`src/rds_div.sv`:
```
// restoring divider, one quotient bit per cycle
`default_nettype none
module rds_div #(
	parameter int NW = 18,
	parameter int DW = 7
) (
	input  wire logic          clk,
	input  wire logic          arst_n,
	input  wire logic          start,
	input  wire logic [NW-1:0] dividend,
	input  wire logic [DW-1:0] divisor,
	output logic               done,
	output logic [NW-1:0]      quotient,
	output logic [DW-1:0]      remainder
);
	localparam int CW = $clog2(NW + 1);

	logic          busy_q;
	logic          done_q;
	logic [CW-1:0] cnt_q;
	logic [NW-1:0] quo_q;
	logic [DW-1:0] rem_q;
	logic [DW-1:0] dvs_q;
	logic [DW:0]   trial;
	logic [DW:0]   diff;
	logic          ge;

	assign trial = {rem_q, quo_q[NW-1]};
	assign diff  = trial - {1'b0, dvs_q};
	assign ge    = (trial >= {1'b0, dvs_q});

	always_ff @(posedge clk or negedge arst_n) begin
		if (!arst_n) begin
			busy_q <= 1'b0;
			done_q <= 1'b0;
			cnt_q  <= '0;
		end else begin
			done_q <= 1'b0;
			if (start) begin
				busy_q <= 1'b1;
				cnt_q  <= CW'(NW);
			end else if (busy_q) begin
				cnt_q <= cnt_q - CW'(1);
				if (cnt_q == CW'(1)) begin
					busy_q <= 1'b0;
					done_q <= 1'b1;
				end
			end
		end
	end

	always_ff @(posedge clk) begin
		if (start) begin
			quo_q <= dividend;
			rem_q <= '0;
			dvs_q <= divisor;
		end else if (busy_q) begin
			quo_q <= {quo_q[NW-2:0], ge};
			rem_q <= ge ? diff[DW-1:0] : trial[DW-1:0];
		end
	end

	assign done      = done_q;
	assign quotient  = quo_q;
	assign remainder = rem_q;
endmodule
`default_nettype wire

```
`config.mk`:
```
export PLATFORM = sky130hd
export DESIGN_NAME = rds_div
export DESIGN_NICKNAME = d
export VERILOG_FILES = /design/src/rds_div.sv
export SDC_FILE = /design/constraint.sdc
export NUM_CORES = 1
export LEC_CHECK = 0
export BUFFER_PORTS_ARGS = -buffer_cell sky130_fd_sc_hd__buf_4
export CAP_MARGIN = 20
export CELL_PAD_IN_SITES_DETAIL_PLACEMENT = 1
export CELL_PAD_IN_SITES_GLOBAL_PLACEMENT = 1
export CORE_AREA = 2 2 75 77
export DETAILED_ROUTE_END_ITERATION = 16
export DIE_AREA = 0 0 77 79
export PLACE_DENSITY = 0.76
export SYNTH_ARGS = -nofsm -noshare
export SYNTH_HDL_FRONTEND = slang
export SYNTH_SLANG_ARGS = --single-unit
```
`constraint.sdc`:
```
create_clock -name clk -period 2.6 [get_ports clk]
set_clock_uncertainty 0.15 [all_clocks]
set_input_delay 0.13 -clock clk [delete_from_list [all_inputs] [get_ports clk]]
set_output_delay 0.13 -clock clk [all_outputs]
set_load 0.01 [all_outputs]
```
==> results of run 1 <==
state kept, by name, indices dropped and copies added, names as in the netlist:
signal,flops
cnt_q,5
done,1
busy_q,1
remainder,7
dvs_q,7
quotient,18
cell usage in the layout (no fill, tap or decap), types with 6 or more instances in the layout:
master | netlist | final
nand2_1 | 8 | 8
nor2_1 | 11 | 11
inv_1 | 14 | 14
dfxtp_1 | 7 | 7
nor3b_1 | 6 | 6
dlygate4sd3_1 | 0 | 25
dfrtp_1 | 7 | 7
o21ai_0 | 6 | 6
ha_1 | 9 | 9
edfxtp_1 | 25 | 25
buf_4 | 1 | 55
mux2_2 | 17 | 17
routing by layer:
layer | share of wire (%) | vias to the layer above | global-route usage [%]
met2 | 54 | 20 | 34.47
met4 | 1.4 | 0 | 5.893
met1 | 42 | 830 | 22.56
li1 | - | 806 | -
met5 | 0 | - | 0
met3 | 2.3 | 7 | 3.864
power by group:
| group | total (mW) | internal, mW | switching [mW] |
|---|---|---|---|
| clock network | 0.420 | 0.188 | 0.233 |
| registers | 0.894 | 0.784 | 0.110 |
| logic | 1.02 | 0.514 | 0.503 |
metrics by stage:
| step | setup WS [ps] | util [%] | hold WS, ps | cells | power (mW) |
|---|---|---|---|---|---|
| global route | 42.75 | 54.43 | 33.41 | 330 | 2.498 |
| finish | 142.0 | 54.43 | 26.31 | 330 | 2.332 |
| floorplan | 240.4 | - | -315.6 | 179 | 1.564 |
| global placement | 245.0 | 48.15 | -201.4 | 297 | 1.860 |
| detailed placement | 180.3 | 48.15 | -200.9 | 297 | 1.886 |
| CTS | 134.5 | 54.43 | 22.37 | 330 | 2.345 |
area by class of cell:
class	count	area (µm²)
fillers	603	2432
flip-flops and latches	39	1066
multi-input cells	117	948.4
repair buffers	80	663.1
well taps	72	90.09
clock buffers	6	72.57
inverters	14	52.55
clock inverters	2	12.51
how the worst min path moves through the flow:
| stage | startpoint | endpoint | slack [ps] | cells after the start |
|---|---|---|---|---|
| 3_3_place_gp | arst_n | cnt_q[4]$_DFFE_PN0P_ | -200 | 1 |
| 6_report | arst_n | cnt_q[4]$_DFFE_PN0P_ | 30 | 2 |
| 5_1_grt | arst_n | cnt_q[2]$_DFFE_PN0P_ | 30 | 2 |
| 4_1_cts | dividend[0] | quotient[0]$_DFFE_PP_ | 20 | 3 |
| 3_5_place_dp | arst_n | cnt_q[4]$_DFFE_PN0P_ | -200 | 1 |
| 2_1_floorplan | arst_n | busy_q$_DFF_PN0_ | -320 | 0 |
cell families after synthesis:
family / share of synthesized area [%]
XOR/XNOR: 2.479
flip-flops: 50.30
buffers and inverters: 4.959
multiplexers: 9.504
AO/OA/AOI/OAI: 13.46
AND/OR/NAND/NOR: 13.05
adder cells (fa/ha/maj): 6.258
==> impl_metrics.json, run 1 <==
{
  "cap_violations": 0,
  "max_slew_margin_pct": 64.44,
  "design_area_um2": 2905,
  "critical_path_class": "register to register",
  "tightest_slew_ps": 533.4,
  "syn_area_um2": 2120,
  "cts_tree": "built",
  "gp_congestion": 0.6940,
  "critPathMaxFanout": 9,
  "row_count": 27,
  "peakVddDrop_mv": 0.4184,
  "timing.rr.end": "remainder[0]$_SDFFE_PP0P_",
  "crit_start": "quotient[17]$_DFFE_PP_",
  "rr_worst_depth": 7,
  "seq_area_frac_synth_pct": 50.30,
  "initial_core_util_pct": 39.71,
  "coreArea_um2": 5338,
  "r2r_slack_ps": 140,
  "fp.dieArea_um2": 6083,
  "syn_nets": 217,
  "period_minus_slack_ps": 2458,
  "die_h_um": 79,
  "cp_cell_sequence": "inv_1 -> ha_1 -> fa_1 -> nand2b_1 -> a211o_1 -> and3_1 -> a311oi_2",
  "critPathCaptureType": "register",
  "timing.final.crit_share_pct": 94.54,
  "ys_warn_count": 0,
  "final_nets": 295,
  "power.density_nw_per_um2": 802.6,
  "boundaryPins": 54,
  "synth_edf_count": 25,
  "n_antenna_cell": 0,
  "avgSynthCellArea_um2": 11.84,
  "cts-root-buf": "clkbuf_8",
  "hold_viol": 0,
  "dr.pass1.iters": 4,
  "wirelength_um": 5299,
  "rsz0062_at_grt": "false",
  "p_leak_nw": 1.244,
  "cp-start-kind": "register",
  "area_growth_syn_to_layout_pct": 37.07,
  "drive_above_1_share_pct": 34.88,
  "die_x_um": 77,
  "ys_ff_latch": 39,
  "synth.distinct_cells": 48,
  "yosysTopAreaCell": "edfxtp_1",
  "cts_buffers": 5,
  "ctsHoldBuffers": 25,
  "cts_num_sinks": 39,
  "cts_max_level": 2,
  "grt_usage_pct": 18.94,
  "post_cts_buffers": 0,
  "clk_path_buf_depth": 2,
  "grt_pass1_wl_um": 8818,
  "synthFlopType": "edfxtp_1",
  "clk_latency_ps": 300,
  "min_path_type": "input pin to async pin",
  "critPathTopFamily": "compound AO/OA/AOI/OAI gates",
  "cp.required_ps": 2660,
  "post-route-drc-count": 0,
  "dp_hpwl_um": 3390,
  "cp.depth": 7,
  "antenna_found_initial": 0,
  "synthArstFlopShare_pct": 17.95,
  "synth.top_cells.by_count": "edfxtp_1 (25), mux2_2 (17), inv_1 (14), nor2_1 (11), ha_1 (9)",
  "synth_top_area_share_pct": 35.42,
  "endpoint": "remainder[0]$_SDFFE_PP0P_",
  "synth_most_common_cell": "edfxtp_1",
  "r2r_start": "quotient[17]$_DFFE_PP_",
  "grt_pass1_vias": 1731,
  "post_cts_resized": 0,
  "setup_viol": 0,
  "cpPeakStageDelay_ps": 400,
  "numPortBuffers": 53,
  "place_area_um2": 2570,
  "synthTopCellsByArea": "edfxtp_1 (35%), mux2_2 (9.0%), dfrtp_1 (8.3%)",
  "max_clock_freq_mhz": 406.8,
  "maxSlewViolCount": 0,
  "crit_buf_inv": 1,
  "crit_slowest_cell": "fa_1",
  "num_vias": 1663,
  "drt_iter0_markers": 64,
  "grt_max_degree": 47,
  "crit_arrival_ps": 2520,
  "wl_per_cell_um": 16.06,
  "outcome": "complete, no violations",
  "grt_overflow": 0,
  "clkTransAtPathRegs_ps": 80,
  "syn_inst": 179,
  "drtAntennaViolNets": 0,
  "fin_setup_tns_ps": 0,
  "viasPerCell": 5.039
}
Power figures use the tool's default switching activity.
==> run 2: changes to the inputs <==
==> constraint.sdc (replaced) <==
create_clock -name clk -period 2.66 [get_ports clk]
set_clock_uncertainty 0.15 [all_clocks]
set_input_delay 0.133 -clock clk [delete_from_list [all_inputs] [get_ports clk]]
set_output_delay 0.133 -clock clk [all_outputs]
set_load 0.01 [all_outputs]
==> run 2 against run 1 <==
Effect of this change: total power decreased by 2.6%; clock power decreased by 5.0%; critical path depth unchanged; critical path type unchanged; fmax decreased by 0.81%; clock-buffer cell count unchanged.
==> impl_metrics.json, run 2 (same netlist as run 1, synthesis figures left out) <==
{
  "post-route-drc-count": 0,
  "num_vias": 1694,
  "p_leak_nw": 1.244,
  "critPathMaxFanout": 9,
  "power.density_nw_per_um2": 781.9,
  "drive_above_1_share_pct": 34.88,
  "grt_usage_pct": 18.43,
  "outcome": "complete, no violations",
  "dr.pass1.iters": 4,
  "drtAntennaViolNets": 0,
  "setup_viol": 0,
  "cap_violations": 0,
  "tightest_slew_ps": 535.9,
  "mostFrequentLayoutCells": "buf_4 (55), edfxtp_1 (25), dlygate4sd3_1 (25)",
  "endpoint": "remainder[4]$_SDFFE_PP0P_",
  "period_minus_slack_ps": 2478,
  "maxSlewViolCount": 0,
  "grt_overflow": 0,
  "min_path_cells": 3,
  "cp-start-kind": "register",
  "row_count": 27,
  "cp.required_ps": 2700,
  "die_h_um": 79,
  "clk_path_buf_depth": 2,
  "grt_max_degree": 47,
  "largest_reg_flops": 18,
  "max_slew_margin_pct": 64.28,
  "drt_iter0_markers": 72,
  "post_cts_buffers": 0,
  "antenna_found_initial": 0,
  "crit_arrival_ps": 2520,
  "fin_setup_tns_ps": 0,
  "wl_per_cell_um": 16.11,
  "crit_start": "quotient[17]$_DFFE_PP_",
  "max_clock_freq_mhz": 403.6,
  "viasPerCell": 5.133,
  "cts_buffers": 5,
  "initial_core_util_pct": 39.71,
  "coreArea_um2": 5338,
  "peakVddDrop_mv": 0.4429,
  "timing.final.crit_share_pct": 93.16,
  "hold_slack_ps": 30.47,
  "boundaryPins": 54,
  "layout_commonest_cell": "buf_4",
  "critical_path_class": "register to register",
  "min_path_type": "input pin to register",
  "timing.rr.end": "remainder[4]$_SDFFE_PP0P_",
  "clk_latency_ps": 300,
  "dp_hpwl_um": 3548,
  "cts_max_level": 2,
  "cts_tree": "built",
  "cts-root-buf": "clkbuf_8",
  "design_area_um2": 2905,
  "area_growth_syn_to_layout_pct": 37.07,
  "numPortBuffers": 53,
  "die_x_um": 77,
  "hold_viol": 0,
  "grt_pass1_wl_um": 8583,
  "final_nets": 295,
  "wirelength_um": 5317,
  "rr_worst_depth": 7,
  "place_area_um2": 2570,
  "fp.dieArea_um2": 6083,
  "clkTransAtPathRegs_ps": 80,
  "r2r_start": "quotient[17]$_DFFE_PP_",
  "cts_num_sinks": 39,
  "gp_congestion": 0.7521,
  "rsz0062_at_grt": "false",
  "critPathCaptureType": "register",
  "utilization_pct": 54.43,
  "r2r_slack_ps": 180,
  "grt_pass1_vias": 1718,
  "n_antenna_cell": 0
}
run 2: final cells by class:
type	instances	area, µm²
Tap cell	72	90.09
Fill cell	605	2432
Multi-Input combinational cell	117	948.4
Timing Repair Buffer	80	663.1
Clock inverter	2	12.51
Sequential cell	39	1066
Inverter	14	52.55
Clock buffer	6	72.57
run 2: power by group:
part / switching [mW] / internal [mW] / total, mW
Sequential: 0.107 / 0.767 / 0.874
Combinational: 0.496 / 0.503 / 0.999
Clock: 0.215 / 0.183 / 0.399
run 2: worst min-delay path by stage:
stage | startpoint | endpoint | slack, ps
6_report | dividend[0] | quotient[0]$_DFFE_PP_ | 30
3_5_place_dp | arst_n | done$_DFF_PN0_ | -190
5_1_grt | arst_n | cnt_q[2]$_DFFE_PN0P_ | 50
3_3_place_gp | arst_n | cnt_q[4]$_DFFE_PN0P_ | -200
2_1_floorplan | arst_n | busy_q$_DFF_PN0_ | -310
4_1_cts | dividend[4] | quotient[4]$_DFFE_PP_ | 1
run 2: metal layers:
layer  GRT usage (%)  wire, µm
met2           31.32      2816
met1           23.33      2279
met4           6.429        71
met5               0         0
met3           4.091       149
run 2: metrics by stage:
stage	worst slack [ps]	std cells	power, mW
3_3_place_gp	296.2	297	1.822
5_1_grt	48.19	330	2.424
4_1_cts	178.0	329	2.284
3_5_place_dp	238.7	297	1.848
2_1_floorplan	300.4	179	1.529
6_report	182.0	330	2.272
run 2: timing repair:
| item | in CTS | in global routing |
|---|---|---|
| endpoints found under the setup margin | 0 | 0 |
| hold buffers | 24 | 1 |
| resized for setup | 0 | 0 |
| endpoints found under the hold margin | 30 | 1 |
run 2: critical path, cell delays in order (launching register included):
cell,delay [ps]
edfxtp_1,350
inv_1,70
ha_1,220
fa_1,400
nand2b_1,180
a211o_1,380
and3_1,310
o31ai_1,310
